$ cat src/sv/software_timer_bank_macros.svh
// ----------------------------------------------------------------------------
// Software timer bank assertion macros
// Shared macros for the concurrent checks of the timer bank.
// ----------------------------------------------------------------------------
`ifndef SOFTWARE_TIMER_BANK_MACROS_SVH
`define SOFTWARE_TIMER_BANK_MACROS_SVH

// Checked on every clock edge outside reset.
`define SWTB_ASSERT(lbl, prop, msg) \
  lbl: assert property (@(posedge clk_i) disable iff (!rst_ni) prop) else $error(msg);

// Checked on every clock edge, reset included.
`define SWTB_ASSERT_ALWAYS(lbl, prop, msg) \
  lbl: assert property (@(posedge clk_i) prop) else $error(msg);

`endif

$ cat src/sv/stb_pkg.sv
// ----------------------------------------------------------------------------
// Software timer bank package
// Codes, field widths and shared types of the timer bank.
// ----------------------------------------------------------------------------
`default_nettype none

package stb_pkg;

  localparam int ACTION_W  = 4;
  localparam int ID_W      = 4;
  localparam int TYPE_W    = 2;
  localparam int TIMEOUT_W = 32;
  localparam int STATUS_W  = 2;
  localparam int RSTATE_W  = 2;
  localparam int COUNT_W   = 5;
  localparam int COUNT_MAX = 31;

  localparam logic [TYPE_W-1:0] TYPE_CYCLIC   = 2'd0;
  localparam logic [TYPE_W-1:0] TYPE_ONE_SHOT = 2'd1;

  typedef enum logic [ACTION_W-1:0] {
    ACT_TICK         = 4'd0,
    ACT_SCAN         = 4'd1,
    ACT_REGISTER     = 4'd2,
    ACT_EDIT         = 4'd3,
    ACT_START        = 4'd4,
    ACT_STOP         = 4'd5,
    ACT_CONFIG_START = 4'd6,
    ACT_REMOVE       = 4'd7,
    ACT_QUERY        = 4'd8,
    ACT_START_ALL    = 4'd9,
    ACT_STOP_ALL     = 4'd10,
    ACT_REMOVE_ALL   = 4'd11,
    ACT_COUNT        = 4'd12
  } stb_action_e;

  typedef enum logic [STATUS_W-1:0] {
    STAT_OK        = 2'd0,
    STAT_NOT_VALID = 2'd1,
    STAT_NO_FREE   = 2'd2
  } stb_status_e;

  typedef enum logic [RSTATE_W-1:0] {
    RS_STOPPED = 2'd0,
    RS_RUNNING = 2'd1,
    RS_EXPIRED = 2'd2,
    RS_REMOVE  = 2'd3
  } stb_run_e;

  typedef enum logic [2:0] {
    ST_IDLE,
    ST_EXEC,
    ST_SCAN_PRIME,
    ST_SCAN,
    ST_WALK
  } stb_state_e;

  typedef struct packed {
    logic cyclic;
    logic timeout;
    logic start;
  } stb_wen_t;

endpackage

`default_nettype wire

$ cat src/sv/stb_if.sv
// ----------------------------------------------------------------------------
// Software timer bank channels
// Command and response channels with a valid/ready handshake.
// ----------------------------------------------------------------------------
`default_nettype none

interface stb_cmd_if;
  import stb_pkg::*;

  logic                 valid;
  logic                 ready;
  logic [ACTION_W-1:0]  action;
  logic [ID_W-1:0]      timer_id;
  logic [TYPE_W-1:0]    timer_type;
  logic [TIMEOUT_W-1:0] timeout;
  logic                 start_now;

  modport source (
    output valid, action, timer_id, timer_type, timeout, start_now,
    input  ready
  );
  modport sink (
    input  valid, action, timer_id, timer_type, timeout, start_now,
    output ready
  );
endinterface

interface stb_rsp_if;
  import stb_pkg::*;

  logic                valid;
  logic                ready;
  logic [STATUS_W-1:0] status;
  logic [ID_W-1:0]     result_id;
  logic                fired;
  logic [RSTATE_W-1:0] run_state;
  logic [COUNT_W-1:0]  timer_count;

  modport source (
    output valid, status, result_id, fired, run_state, timer_count,
    input  ready
  );
  modport sink (
    input  valid, status, result_id, fired, run_state, timer_count,
    output ready
  );
endinterface

`default_nettype wire

$ cat src/sv/stb_slot_ram.sv
// ----------------------------------------------------------------------------
// Software timer bank slot memory
// Type, timeout and start tick of every slot; one write and one read port.
// ----------------------------------------------------------------------------
`default_nettype none

module stb_slot_ram #(
  parameter int unsigned Depth = 16,
  parameter int unsigned TickW = 32,
  parameter int unsigned AddrW = (Depth > 1) ? $clog2(Depth) : 1
) (
  input  wire                            clk_i,
  input  wire  stb_pkg::stb_wen_t        we_i,
  input  wire  [AddrW-1:0]               waddr_i,
  input  wire                            wcyclic_i,
  input  wire  [stb_pkg::TIMEOUT_W-1:0]  wtimeout_i,
  input  wire  [TickW-1:0]               wstart_i,
  input  wire  [AddrW-1:0]               raddr_i,
  output logic                           rcyclic_o,
  output logic [stb_pkg::TIMEOUT_W-1:0]  rtimeout_o,
  output logic [TickW-1:0]               rstart_o
);
  import stb_pkg::*;

  logic                 cyclic_mem  [Depth];
  logic [TIMEOUT_W-1:0] timeout_mem [Depth];
  logic [TickW-1:0]     start_mem   [Depth];

  always_ff @(posedge clk_i) begin
    if (we_i.cyclic) begin
      cyclic_mem[waddr_i] <= wcyclic_i;
    end
    if (we_i.timeout) begin
      timeout_mem[waddr_i] <= wtimeout_i;
    end
    if (we_i.start) begin
      start_mem[waddr_i] <= wstart_i;
    end
  end

  always_ff @(posedge clk_i) begin
    rcyclic_o  <= cyclic_mem[raddr_i];
    rtimeout_o <= timeout_mem[raddr_i];
    rstart_o   <= start_mem[raddr_i];
  end

endmodule

`default_nettype wire

$ cat src/sv/stb_expiry_unit.sv
// ----------------------------------------------------------------------------
// Software timer bank expiry comparator
// Wrapped elapsed time of one slot compared against its timeout.
// ----------------------------------------------------------------------------
`default_nettype none

module stb_expiry_unit #(
  parameter int unsigned TickW = 32
) (
  input  wire  [TickW-1:0]              now_i,
  input  wire  [TickW-1:0]              start_i,
  input  wire  [stb_pkg::TIMEOUT_W-1:0] timeout_i,
  output logic                          expired_o
);
  import stb_pkg::*;

  localparam int unsigned CmpW = (TickW > TIMEOUT_W) ? TickW : TIMEOUT_W;

  logic [TickW-1:0] elapsed;

  assign elapsed   = now_i - start_i;
  assign expired_o = CmpW'(elapsed) > CmpW'(timeout_i);

endmodule

`default_nettype wire

$ cat src/sv/software_timer_bank.sv
// ----------------------------------------------------------------------------
// Software timer bank
// Bank of software timers driven by tick, scan and slot commands.
// ----------------------------------------------------------------------------
// The bank takes one command beat at a time and returns exactly one response
// beat for it; a new command is taken once the previous response has left.
// Tick, edit, start, stop, config-start, remove, query, stop-all, remove-all
// and unknown commands are carried out in the single execute state ST_EXEC.
// Scan goes through ST_SCAN_PRIME and ST_SCAN; register, start-all and count
// use ST_WALK. All of these walk the slots one per cycle; register and
// start-all write through the single write port of the slot memory, and scan
// reads via the single read port and checks with the one shared comparator.
// There is no clearing pass after reset; the bank is ready at once.
`default_nettype none

module software_timer_bank #(
  parameter int unsigned NUM_TIMERS = 16,
  parameter int unsigned TICK_WIDTH = 32
) (
  input wire      clk_i,
  input wire      rst_ni,
  stb_cmd_if.sink cmd_i,
  stb_rsp_if.source rsp_o
);
  import stb_pkg::*;

`include "software_timer_bank_macros.svh"

  localparam int unsigned IdxW    = (NUM_TIMERS > 1) ? $clog2(NUM_TIMERS) : 1;
  localparam int unsigned CntW    = $clog2(NUM_TIMERS + 1);
  localparam int unsigned IdExtW  = (IdxW > ID_W) ? IdxW : ID_W;
  localparam int unsigned CntExtW = (CntW > COUNT_W) ? CntW : COUNT_W;
  localparam logic [IdxW-1:0] LastIdx = IdxW'(NUM_TIMERS - 1);

  stb_state_e           state_q, state_d;
  logic [TICK_WIDTH-1:0] now_q, now_d;
  logic [NUM_TIMERS-1:0] valid_q, valid_d;
  stb_run_e             rs_q [NUM_TIMERS];
  stb_run_e             rs_d [NUM_TIMERS];
  logic [IdxW-1:0]      idx_q, idx_d;
  logic [CntW-1:0]      cnt_q, cnt_d;
  logic                 out_valid_q, out_valid_d;

  stb_action_e          cmd_action_q;
  logic [ID_W-1:0]      cmd_id_q;
  logic [TYPE_W-1:0]    cmd_type_q;
  logic [TIMEOUT_W-1:0] cmd_timeout_q;
  logic                 cmd_start_now_q;

  stb_status_e          res_status_q, res_status_d;
  logic [ID_W-1:0]      res_id_q, res_id_d;
  logic                 res_fired_q, res_fired_d;
  logic [RSTATE_W-1:0]  res_rstate_q, res_rstate_d;
  logic [COUNT_W-1:0]   res_count_q, res_count_d;

  logic                 cmd_accept;
  logic                 finish;
  logic [IdExtW-1:0]    id_ext;
  logic [IdxW-1:0]      slot;
  logic                 id_ok;
  logic [IdExtW-1:0]    idx_ext;
  logic [CntW-1:0]      cnt_sum;
  logic [CntExtW-1:0]   cnt_ext;
  logic [COUNT_W-1:0]   cnt_sat;

  stb_wen_t             wen;
  logic [IdxW-1:0]      waddr;
  logic [IdxW-1:0]      raddr;
  logic                 rd_cyclic;
  logic [TIMEOUT_W-1:0] rd_timeout;
  logic [TICK_WIDTH-1:0] rd_start;
  logic                 expired;

  assign cmd_accept = cmd_i.valid && cmd_i.ready;
  assign cmd_i.ready = (state_q == ST_IDLE) && !out_valid_q;

  assign id_ext  = IdExtW'(cmd_id_q);
  assign slot    = id_ext[IdxW-1:0];
  assign id_ok   = (32'(cmd_id_q) < 32'(NUM_TIMERS)) && valid_q[slot];
  assign idx_ext = IdExtW'(idx_q);
  assign cnt_sum = cnt_q + CntW'(valid_q[idx_q]);
  assign cnt_ext = CntExtW'(cnt_sum);
  assign cnt_sat = (cnt_ext > CntExtW'(COUNT_MAX)) ? COUNT_W'(COUNT_MAX)
                                                   : cnt_ext[COUNT_W-1:0];

  assign waddr = (state_q == ST_EXEC) ? slot : idx_q;
  assign raddr = (state_q == ST_SCAN_PRIME) ? '0 : IdxW'(idx_q + 1'b1);

  stb_slot_ram #(
    .Depth (NUM_TIMERS),
    .TickW (TICK_WIDTH),
    .AddrW (IdxW)
  ) u_slot_ram (
    .clk_i      (clk_i),
    .we_i       (wen),
    .waddr_i    (waddr),
    .wcyclic_i  (cmd_type_q == TYPE_CYCLIC),
    .wtimeout_i (cmd_timeout_q),
    .wstart_i   (now_q),
    .raddr_i    (raddr),
    .rcyclic_o  (rd_cyclic),
    .rtimeout_o (rd_timeout),
    .rstart_o   (rd_start)
  );

  stb_expiry_unit #(
    .TickW (TICK_WIDTH)
  ) u_expiry (
    .now_i     (now_q),
    .start_i   (rd_start),
    .timeout_i (rd_timeout),
    .expired_o (expired)
  );

  always_comb begin
    state_d      = state_q;
    now_d        = now_q;
    valid_d      = valid_q;
    rs_d         = rs_q;
    idx_d        = idx_q;
    cnt_d        = cnt_q;
    out_valid_d  = out_valid_q;
    wen          = '0;
    finish       = 1'b0;
    res_status_d = STAT_OK;
    res_id_d     = '0;
    res_fired_d  = 1'b0;
    res_rstate_d = '0;
    res_count_d  = '0;

    if (out_valid_q && rsp_o.ready) begin
      out_valid_d = 1'b0;
    end

    unique case (state_q)
      ST_IDLE: begin
        if (cmd_accept) begin
          idx_d = '0;
          cnt_d = '0;
          case (stb_action_e'(cmd_i.action))
            ACT_SCAN: state_d = ST_SCAN_PRIME;
            ACT_REGISTER, ACT_START_ALL, ACT_COUNT: state_d = ST_WALK;
            default: state_d = ST_EXEC;
          endcase
        end
      end

      ST_EXEC: begin
        finish = 1'b1;
        unique case (cmd_action_q)
          ACT_TICK: now_d = now_q + TICK_WIDTH'(1);
          ACT_EDIT: begin
            if (!id_ok) begin
              res_status_d = STAT_NOT_VALID;
            end else begin
              wen.cyclic  = (cmd_type_q == TYPE_CYCLIC) || (cmd_type_q == TYPE_ONE_SHOT);
              wen.timeout = (cmd_timeout_q != '0);
            end
          end
          ACT_START: begin
            if (!id_ok) begin
              res_status_d = STAT_NOT_VALID;
            end else begin
              rs_d[slot] = RS_RUNNING;
              wen.start  = 1'b1;
            end
          end
          ACT_STOP: begin
            if (!id_ok) begin
              res_status_d = STAT_NOT_VALID;
            end else begin
              rs_d[slot] = RS_STOPPED;
            end
          end
          ACT_CONFIG_START: begin
            if (!id_ok) begin
              res_status_d = STAT_NOT_VALID;
            end else begin
              rs_d[slot] = RS_RUNNING;
              wen        = '{cyclic: 1'b1, timeout: 1'b1, start: 1'b1};
            end
          end
          ACT_REMOVE: begin
            if (!id_ok) begin
              res_status_d = STAT_NOT_VALID;
            end else begin
              rs_d[slot] = RS_REMOVE;
            end
          end
          ACT_QUERY: begin
            if (!id_ok) begin
              res_status_d = STAT_NOT_VALID;
            end else begin
              res_rstate_d = rs_q[slot];
            end
          end
          ACT_STOP_ALL, ACT_REMOVE_ALL: begin
            for (int i = 0; i < int'(NUM_TIMERS); i++) begin
              if (valid_q[i]) begin
                rs_d[i] = (cmd_action_q == ACT_STOP_ALL) ? RS_STOPPED : RS_REMOVE;
              end
            end
          end
          default: begin
          end
        endcase
      end

      ST_SCAN_PRIME: begin
        state_d = ST_SCAN;
      end

      ST_SCAN: begin
        if (valid_q[idx_q] && (rs_q[idx_q] == RS_RUNNING) && expired) begin
          if (rd_cyclic) begin
            wen.start = 1'b1;
          end else begin
            rs_d[idx_q] = RS_EXPIRED;
          end
          res_fired_d = 1'b1;
          res_id_d    = idx_ext[ID_W-1:0];
          finish      = 1'b1;
        end else begin
          if (valid_q[idx_q] && (rs_q[idx_q] == RS_REMOVE)) begin
            valid_d[idx_q] = 1'b0;
            rs_d[idx_q]    = RS_STOPPED;
          end
          if (idx_q == LastIdx) begin
            finish = 1'b1;
          end else begin
            idx_d = idx_q + 1'b1;
          end
        end
      end

      ST_WALK: begin
        if (idx_q != LastIdx) begin
          idx_d = idx_q + 1'b1;
        end
        case (cmd_action_q)
          ACT_REGISTER: begin
            if (!valid_q[idx_q]) begin
              valid_d[idx_q] = 1'b1;
              rs_d[idx_q]    = cmd_start_now_q ? RS_RUNNING : RS_STOPPED;
              wen            = '{cyclic: 1'b1, timeout: 1'b1, start: 1'b1};
              res_id_d       = idx_ext[ID_W-1:0];
              finish         = 1'b1;
            end else if (idx_q == LastIdx) begin
              res_status_d = STAT_NO_FREE;
              finish       = 1'b1;
            end
          end
          ACT_START_ALL: begin
            if (valid_q[idx_q]) begin
              rs_d[idx_q] = RS_RUNNING;
              wen.start   = 1'b1;
            end
            finish = (idx_q == LastIdx);
          end
          ACT_COUNT: begin
            cnt_d       = cnt_sum;
            res_count_d = cnt_sat;
            finish      = (idx_q == LastIdx);
          end
          default: finish = 1'b1;
        endcase
      end

      default: state_d = ST_IDLE;
    endcase

    if (finish) begin
      out_valid_d = 1'b1;
      state_d     = ST_IDLE;
    end
  end

  always_ff @(posedge clk_i or negedge rst_ni) begin
    if (!rst_ni) begin
      state_q     <= ST_IDLE;
      now_q       <= '0;
      valid_q     <= '0;
      idx_q       <= '0;
      cnt_q       <= '0;
      out_valid_q <= 1'b0;
      for (int i = 0; i < int'(NUM_TIMERS); i++) begin
        rs_q[i] <= RS_STOPPED;
      end
    end else begin
      state_q     <= state_d;
      now_q       <= now_d;
      valid_q     <= valid_d;
      idx_q       <= idx_d;
      cnt_q       <= cnt_d;
      out_valid_q <= out_valid_d;
      rs_q        <= rs_d;
    end
  end

  always_ff @(posedge clk_i) begin
    if (cmd_accept) begin
      cmd_action_q    <= stb_action_e'(cmd_i.action);
      cmd_id_q        <= cmd_i.timer_id;
      cmd_type_q      <= cmd_i.timer_type;
      cmd_timeout_q   <= cmd_i.timeout;
      cmd_start_now_q <= cmd_i.start_now;
    end
    if (finish) begin
      res_status_q <= res_status_d;
      res_id_q     <= res_id_d;
      res_fired_q  <= res_fired_d;
      res_rstate_q <= res_rstate_d;
      res_count_q  <= res_count_d;
    end
  end

  assign rsp_o.valid       = out_valid_q;
  assign rsp_o.status      = res_status_q;
  assign rsp_o.result_id   = res_id_q;
  assign rsp_o.fired       = res_fired_q;
  assign rsp_o.run_state   = res_rstate_q;
  assign rsp_o.timer_count = res_count_q;

  `SWTB_ASSERT(a_busy_after_accept, cmd_accept |=> !cmd_i.ready, "Command taken while busy.")
  `SWTB_ASSERT(a_no_work_while_full, state_q != ST_IDLE |-> !out_valid_q, "Sequencer ran with a pending response.")
  `SWTB_ASSERT_ALWAYS(a_ram_write_busy, (wen.cyclic || wen.timeout || wen.start) |-> state_q != ST_IDLE, "Slot memory written while idle.")
  `SWTB_ASSERT(a_fire_clean, out_valid_q && res_fired_q |-> res_status_q == STAT_OK && res_count_q == '0 && res_rstate_q == '0, "Fired response carries other fields.")
  `SWTB_ASSERT(a_result_from_work, $rose(out_valid_q) |-> $past(state_q) != ST_IDLE, "Response raised without a finished command.")

endmodule

`default_nettype wire
$ cat src/flat_wrapper.sv
// flat-port wrapper written by rule: the top's interface ports become plain ports
module software_timer_bank_flat import stb_pkg::*;
#(
  parameter int unsigned NUM_TIMERS = 16,
  parameter int unsigned TICK_WIDTH = 32
)
  (clk_i, rst_ni, cmd_i_valid, cmd_i_action, cmd_i_timer_id, cmd_i_timer_type, cmd_i_timeout, cmd_i_start_now, cmd_i_ready, rsp_o_valid, rsp_o_status, rsp_o_result_id, rsp_o_fired, rsp_o_run_state, rsp_o_timer_count, rsp_o_ready);
  stb_cmd_if cmd_i_i ();
  stb_rsp_if rsp_o_i ();
  input wire clk_i;
  input wire rst_ni;
  input wire logic [$bits(cmd_i_i.valid)-1:0] cmd_i_valid;
  input wire logic [$bits(cmd_i_i.action)-1:0] cmd_i_action;
  input wire logic [$bits(cmd_i_i.timer_id)-1:0] cmd_i_timer_id;
  input wire logic [$bits(cmd_i_i.timer_type)-1:0] cmd_i_timer_type;
  input wire logic [$bits(cmd_i_i.timeout)-1:0] cmd_i_timeout;
  input wire logic [$bits(cmd_i_i.start_now)-1:0] cmd_i_start_now;
  output wire logic [$bits(cmd_i_i.ready)-1:0] cmd_i_ready;
  output wire logic [$bits(rsp_o_i.valid)-1:0] rsp_o_valid;
  output wire logic [$bits(rsp_o_i.status)-1:0] rsp_o_status;
  output wire logic [$bits(rsp_o_i.result_id)-1:0] rsp_o_result_id;
  output wire logic [$bits(rsp_o_i.fired)-1:0] rsp_o_fired;
  output wire logic [$bits(rsp_o_i.run_state)-1:0] rsp_o_run_state;
  output wire logic [$bits(rsp_o_i.timer_count)-1:0] rsp_o_timer_count;
  input wire logic [$bits(rsp_o_i.ready)-1:0] rsp_o_ready;
  assign cmd_i_i.valid = cmd_i_valid;
  assign cmd_i_i.action = cmd_i_action;
  assign cmd_i_i.timer_id = cmd_i_timer_id;
  assign cmd_i_i.timer_type = cmd_i_timer_type;
  assign cmd_i_i.timeout = cmd_i_timeout;
  assign cmd_i_i.start_now = cmd_i_start_now;
  assign cmd_i_ready = cmd_i_i.ready;
  assign rsp_o_valid = rsp_o_i.valid;
  assign rsp_o_status = rsp_o_i.status;
  assign rsp_o_result_id = rsp_o_i.result_id;
  assign rsp_o_fired = rsp_o_i.fired;
  assign rsp_o_run_state = rsp_o_i.run_state;
  assign rsp_o_timer_count = rsp_o_i.timer_count;
  assign rsp_o_i.ready = rsp_o_ready;
  software_timer_bank #(.NUM_TIMERS(NUM_TIMERS), .TICK_WIDTH(TICK_WIDTH)) u_core (.clk_i(clk_i), .rst_ni(rst_ni), .cmd_i(cmd_i_i), .rsp_o(rsp_o_i));
endmodule
$ cat config.mk
export PLATFORM = sky130hd
export DESIGN_NAME = software_timer_bank_flat
export DESIGN_NICKNAME = d
export VERILOG_FILES = /design/src/sv/stb_pkg.sv /design/src/sv/stb_if.sv /design/src/sv/stb_slot_ram.sv /design/src/sv/stb_expiry_unit.sv /design/src/sv/software_timer_bank.sv /design/src/flat_wrapper.sv
export VERILOG_INCLUDE_DIRS = /design/src /design/src/sv
export SDC_FILE = /design/constraint.sdc
export NUM_CORES = 2
export LEC_CHECK = 0
export ABC_CLOCK_PERIOD_IN_PS = 17450
export BUFFER_PORTS_ARGS = -buffer_cell sky130_fd_sc_hd__clkbuf_2
export CAP_MARGIN = 20
export CORE_MARGIN = 2
export CORE_UTILIZATION = 40
export CTS_BUF_LIST = sky130_fd_sc_hd__clkbuf_4
export CTS_CLUSTER_DIAMETER = 60
export DETAILED_ROUTE_END_ITERATION = 10
export MAX_ROUTING_LAYER = met4
export PLACE_DENSITY = 0.58
export SYNTH_ARGS = -nofsm -noshare
export SYNTH_HDL_FRONTEND = slang
export SYNTH_SLANG_ARGS = --single-unit
$ cat constraint.sdc
create_clock -name clk_i -period 17.45 [get_ports clk_i]
set_input_delay 3.49 -clock clk_i [delete_from_list [all_inputs] [get_ports clk_i]]
set_output_delay 3.49 -clock clk_i [all_outputs]
set_load 0.1 [all_outputs]
### After elaboration in Yosys (flattened, before gate mapping)

Memories as Yosys holds them, arrays and structs flattened. A register that Yosys moved wholly into a read port is not among the register bits.
Index checks and enable logic that the tools add are counted.

| storage, ports and cells | value |
|---|---|
| register bits | 150 |
| bits in writable memories | 1040 |
| input bits | 47 |
| output and inout port bits | 16 |
| word-level logic and storage cells | 278 |
| memories kept | 3 |

| operators by class | value |
|---|---|
| $add $sub $neg | 4 |
| $lt $le $gt $ge | 9 |
| equal/unequal tests | 59 |
| muxes and demuxes | 103 |
| bitwise gates (word level) | 19 |
| reductions and logical operators | 49 |

Memories:

| name | depth | width | rd ports | clocked after Yosys merged registers in | write ports | line | text |
|---|---|---|---|---|---|---|---|
| u_core.u_slot_ram.start_mem | 16 | 32 | 1 | 1 | 1 | stb_slot_ram.sv:27 | `logic [TickW-1:0] start_mem [Depth];` |
| u_core.u_slot_ram.timeout_mem | 16 | 32 | 1 | 1 | 1 | stb_slot_ram.sv:26 | `logic [TIMEOUT_W-1:0] timeout_mem [Depth];` |
| u_core.u_slot_ram.cyclic_mem | 16 | 1 | 1 | 1 | 1 | stb_slot_ram.sv:25 | `logic cyclic_mem [Depth];` |

Operators by type and width:

| kind | number |
|---|---|
| 32-bit two-way mux | 8 |
| 11-bit AND reduction | 16 |
| 32-bit one-hot mux with 4 select lines | 1 |
| 32-bit one-hot mux with 3 select lines | 1 |
| 16-bit AND | 4 |
| 32-bit AND | 2 |
| 16-bit two-way mux | 4 |
| 16-bit inverter | 4 |
| 32-bit inverter | 2 |
| 16-bit bitwise OR | 4 |
| 32-bit one-hot mux with 2 select lines | 1 |
| 3-bit by 2-bit != test with 1-bit output, second input constant | 20 |
| 2-bit two-way mux | 29 |
| 4-bit two-way mux | 9 |
| 32-bit by 1-bit adder with 32-bit output, second input constant | 1 |
| 32-bit bitwise mux | 1 |
| 4-bit == test, second input constant | 8 |
| 32-bit > comparator | 1 |
| 32-bit bitwise OR | 1 |
| 16-bit one-hot mux with 2 select lines | 1 |
| 32-bit nonzero test | 1 |
| 32-bit subtractor | 1 |
| 1-bit two-way mux | 21 |
| 2-bit binary-select mux with 4-bit select | 2 |
| 49 further kinds | 100 |

### Longest topological paths before layout

| depth | value |
|---|---|
| depth after elaboration | 11 |
| depth in mapped cells | 26 |
| depth with buffers taken out | 25 |

### Cells and area by module

Synthesis repeated with hierarchy kept, for this count alone.

| second synthesis, totals | value |
|---|---|
| cells, all modules | 2939 |
| area total of the unflattened synthesis | 51789.7 µm² |

Modules (own cells, without submodules):

| module | times used | cells an instance | area each (µm²) | seq. area each (µm²) |
|---|---|---|---|---|
| stb_slot_ram | 1 | 1721 | 40420.0 | 32531.2 |
| software_timer_bank | 1 | 830 | 8704.6 | 4038.9 |
| stb_expiry_unit | 1 | 388 | 2665.1 | 0.0 |

### Least setup slack after synthesis

No wires, ideal clock.

| path | value |
|---|---|
| path kind | reg-to-reg |
| start point | register u_core.now_q[0] |
| end point | memory u_core.u_slot_ram.start_mem[10][0], enable pin |
| library setup time | 0.421 ns |
| data arrival time | 5.901 ns |
| required time | 17.029 ns |
| setup slack | 11.128 ns |
| cell stages (with the launch flop) | 26 |
| path buffers | 2 |
| period minus slack after synthesis | 6.322 ns |
| cells stage by stage | dfrtp_1 > inv_1 > ha_1 > inv_1 > fa_1 > a21oi_1 > o21ai_0 > o221ai_1 > a21boi_0 > a21oi_1 > o31ai_1 > nor4_1 > o41ai_1 > a21oi_1 > xnor2_1 > ha_1 > nand4_1 > nor2_1 > nand2_1 > a221o_1 > nand2_1 > and4_1 > buf_6 > a221oi_4 > buf_6 > nor2_1 |

| on the way | value |
|---|---|
| longest elaborated chain between the ends | 7 |

RTL lines:

| what | line | text |
|---|---|---|
| start: declaration | software_timer_bank.sv:36 | `logic [TICK_WIDTH-1:0] now_q, now_d;` |
| start signal: assignment | software_timer_bank.sv:291 | `now_q <= now_d;` |
| 32-bit subtractor | stb_expiry_unit.sv:21 | `assign elapsed = now_i - start_i;` |
| 32-bit > comparator | stb_expiry_unit.sv:22 | `assign expired_o = CmpW'(elapsed) > CmpW'(timeout_i);` |
| 1-bit logical AND | software_timer_bank.sv:214 | `if (valid_q[idx_q] && (rs_q[idx_q] == RS_RUNNING) && expired) begin` |
| 1-bit two-way mux | software_timer_bank.sv:214 |  |
| 1-bit one-hot mux with 3 select lines | software_timer_bank.sv:135 | `unique case (state_q)` |
| 1-bit two-way mux | stb_slot_ram.sv:36 | `if (we_i.start) begin` |
| 1-bit two-way mux (implied by the code) | stb_slot_ram.sv:37 | `start_mem[waddr_i] <= wstart_i;` |
| end: declaration | stb_slot_ram.sv:27 |  |

No other way between the ends.

### Worst setup path after layout

| path | value |
|---|---|
| start point | register u_core.now_q[0] |
| end point | memory u_core.u_slot_ram.start_mem[1][24], enable pin |

The elaborated chain is that of the path after synthesis.

==> impl_metrics.py <==
metrics = {
    "critical_path": {
        "timing.critical_path.from": "u_core.now_q[0]",
        "cpPeakStageDelay_ns": 0.81,
        "rrSetupSlack_ns": 9.44,
        "cp_slowest_cell": "nor4_1",
        "cp_max_fo": 22,
        "cp-endpoint": "u_core.u_slot_ram.start_mem[1][24]",
        "cp-start-kind": "flop",
        "path_buf_inv": 4,
        "endpoint_kind": "flop",
        "worstSetupPathDepth": 25,
        "rr_endpoint": "u_core.u_slot_ram.start_mem[1][24]",
        "cp_top_family": "compound AO/OA/AOI/OAI gates",
        "arrival_ns": 8.87,
        "crit_required_ns": 18.31,
        "cp_common_cell": "a21oi_1",
        "crit_type": "flop to flop",
        "reg2reg_depth": 25,
        "worstReg2RegStart": "u_core.now_q[0]",
    },
    "synth": {
        "ys_ff_latch": 1255,
        "synthArstFlopShare": 0.0741,
        "synth_edf_count": 1097,
        "ys_types": 74,
        "yosysWarnings": 0,
        "ys_seq_area_frac": 0.711,
        "yosys_most_used_dff": "edfxtp_1",
        "syn_area_per_cell_um2": 14.8,
        "syn-num-nets": 3598,
        "synth_cells": 3480,
        "synth_area_um2": 51400,
    },
    "clocking": {
        "cts_made_buffers": 342,
        "post_cts_buffers": 0,
        "tritoncts": "yes",
        "cts_hold_buf": 0,
        "insertion_delay_ns": 1.25,
        "clk_pin_slew_ns": 0.06,
        "cts_root_buf": "clkbuf_4",
        "cts_max_level": 5,
        "cts.sinks": 1255,
        "cts.repair.resized": 0,
        "clockBufferDepth": 4,
    },
    "hold_path": {
        "min_from": "u_core.cnt_q[0]",
        "hold_path_class": "flop to flop",
    },
    "sta": {
        "worstMarginPinSlew_ns": 1.10,
        "min_period_ns": 8.01,
        "min_period_over_period": 0.459,
        "fin_skew_ns": 0.120,
        "slew_headroom": 0.264,
        "drv_slew": 0,
        "fin_tns_setup_ns": 0,
        "rsz0062_at_grt": "false",
        "setup_viol": 0,
        "max_freq_ghz": 0.125,
        "setup_ws_ns": 9.44,
        "hold_viol": 0,
    },
    "drt": {
        "vias": 31814,
        "wl_um": 134000,
        "viasPerCell": 5.61,
        "drt_iter0_drc": 2810,
        "drt_drc_violations_left": 0,
        "first_pass_iters": 6,
        "antenna_left": 0,
        "wl_per_cell_um": 23.5,
    },
    "power": {
        "cellInternalPower_mw": 5.52,
        "powerDensity_nw_per_um2": 136,
        "irDropWorstVdd_v": 0.000113,
        "seqPwrFrac": 0.450,
        "comb_power_share": 0.223,
        "p_clk_frac": 0.327,
        "leakage_nw": 19.8,
        "swShare": 0.306,
        "switchingPower_mw": 2.43,
    },
    "placement": {
        "preCtsSetupSlack_ns": 9.51,
        "place.gp.congestion": 0.867,
        "dpl.hpwl_um": 71200,
        "io_buffers": 62,
    },
    "finish": {
        "utilization": 0.457,
        "multi_input_area_um2": 14000,
        "nFillCells": 11365,
        "regArea_um2": 36600,
        "layout.nets": 3864,
        "syn2layout_area_growth_pct": 13.4,
        "drive_gt1_frac": 0.195,
    },
    "die": {
        "die_area_um2": 131000,
        "die_w_um": 363,
        "start_util": 0.403,
        "row_count": 131,
        "fp.coreArea_um2": 128000,
        "chipHeight_um": 363,
        "pin_count": 63,
    },
    "global_route": {
        "grt_pass1_wl_um": 199000,
        "antenna_found_initial": 2,
        "first_global_vias": 32171,
        "grt_max_degree": 145,
        "overflow": 0,
        "track_usage": 0.208,
    },
    "run_status": {
        "status": "finished clean",
    },
    "run": {
        "cap_violations": 0,
    },
}
worst min path at each step:
stage,endpoint,depth (start not counted),slack (ns)
floorplan,u_core.cnt_q[0],1,0.46
global route,u_core.cnt_q[0],1,0.51
global placement,u_core.cnt_q[0],1,0.47
CTS,u_core.cnt_q[0],1,0.50
finish,u_core.cnt_q[0],1,0.49
detailed placement,u_core.cnt_q[0],1,0.48
power by group through the flow:
stage          registers, mW  clock network (mW)  logic [mW]
6_report                3.58                2.60        1.77
5_1_grt                 3.60                2.83        1.91
4_1_cts                 3.58                2.68        1.78
3_5_place_dp            3.64                   0        1.77
3_3_place_gp            3.64                   0        1.77
2_1_floorplan           3.65                   0        1.21
metal layers:
metal	track usage	share of wire	up-vias
li1	-	-	14601
met1	0.265	0.43	15927
met2	0.331	0.48	1059
met3	0.0407	0.056	227
met4	0.0749	0.025	0
met5	-	0	-
synthesized netlist by cell type, drive strengths merged, types with 6 or more instances:
library cell,n,area (µm²)
nor3,20,111
edfxtp,1097,32900
nor2,146,553
a221oi,10,105
mux4,30,691
a21oi,324,1630
o31ai,33,262
o32ai,14,123
buf,25,145
o22ai,263,1650
o21ai,96,480
nand2b,10,62.6
nand2,103,387
a222oi,7,70.1
o22a,14,123
nor2b,16,100
a32oi,8,70.1
dfrtp,93,2330
xor2,19,166
xnor2,45,394
clkbuf,194,729
nand3,38,190
ha,70,876
a211oi,212,1630
nor4,13,81.3
or3,6,42.5
a21o,32,240
and3,14,87.6
dfxtp,65,1300
nand4,19,125
inv,93,349
o21a,7,52.6
and2,10,65.1
mux2i,262,2620
a31oi,7,43.8
o32a,14,140
layout by cell type (no fill, tap or decap), drive strengths merged, types with 8 or more instances in the layout:
cell	netlist	final
xor2	19	19
clkbuf	194	592
o31ai	33	33
o32a	14	14
xnor2	45	45
nand2	103	103
mux4	30	30
a221oi	10	10
o22a	14	14
buf	25	80
dfrtp	93	93
and2	10	10
a211oi	212	212
nor3	20	20
a32oi	8	8
ha	70	70
nand2b	10	10
a21o	32	32
nor4	13	13
nand3	38	38
o32ai	14	14
edfxtp	1097	1097
nor2b	16	16
mux2i	262	262
dfxtp	65	65
and3	14	14
clkinv	0	66
o22ai	263	263
nand4	19	19
a21oi	324	324
inv	93	95
nor2	146	146
o21ai	96	96
flip-flops by register name, indices dropped and copies added (netlist names), named ones only:
register and cells:
u_core.rsp_o.run_state 2, u_core.u_slot_ram.cyclic_mem 16, u_core.cmd_start_now_q 1, u_core.cmd_id_q 4, u_core.rs_q 32, u_core.idx_ext 4, u_core.rsp_o.result_id 4, u_core.rsp_o.valid 1
u_core.u_slot_ram.start_mem 512, u_core.u_slot_ram.rcyclic_o 1, u_core.u_slot_ram.rstart_o 32, u_core.rsp_o.timer_count 5, u_core.cnt_q 5, u_core.rsp_o.fired 1, u_core.now_q 32, u_core.u_slot_ram.rtimeout_o 32
u_core.u_slot_ram.timeout_mem 512, u_core.cmd_timeout_q 32, u_core.rsp_o.status 2, u_core.cmd_type_q 2, u_core.cmd_action_q 4, u_core.state_q 3
final cells by class:
cell class	count	area share
sequential	1255	0.627
clock inverter	72	0.00659
tap	1662	0.0357
timing repair buffer	141	0.0163
inverter	93	0.00599
clock buffer	531	0.0684
antenna	4	0.000172
multi-input combinational	1913	0.240
worst register-to-register path, stage by stage, from the launching register on:
cell and delay (ns):
dfrtp_1 0.67, inv_1 0.15, ha_1 0.23, inv_1 0.07, fa_1 0.20, a21oi_1 0.09, o21ai_0 0.56, o221ai_1 0.28
a21boi_0 0.60, a21oi_1 0.22, o31ai_1 0.34, nor4_1 0.10, o41ai_1 0.34, a21oi_1 0.13, xnor2_1 0.14, ha_1 0.30
nand4_1 0.10, nor2_1 0.20, nand2_1 0.10, nor4_1 0.81, nor2_1 0.18, and4_1 0.45, a221oi_4 0.35, buf_4 0.46
nor2_4 0.25, buf_4 0.32
cells by family after synthesis:
kind of cell | after synthesis | share of synthesized area
AOI/OAI and AO/OA | 1071 | 0.134
xor gates and xnor gates | 64 | 0.0109
adders and majority gates | 71 | 0.0174
buffers and inverters | 312 | 0.0238
DFF | 1255 | 0.711
muxes | 294 | 0.0649
and+or+nand+nor | 413 | 0.0383
per-stage QoR:
stage / instance area, µm² / cells / power (mW) / hold slack [ns]
floorplan: 51400 / 3480 / 4.86 / 0.456
global placement: 53900 / 5062 / 5.41 / 0.471
detailed placement: 53900 / 5063 / 5.42 / 0.481
CTS: 58300 / 5666 / 8.03 / 0.495
global route: 58300 / 5670 / 8.34 / 0.509
finish: 58300 / 5671 / 7.95 / 0.490
(Power assumes the default switching activity.)
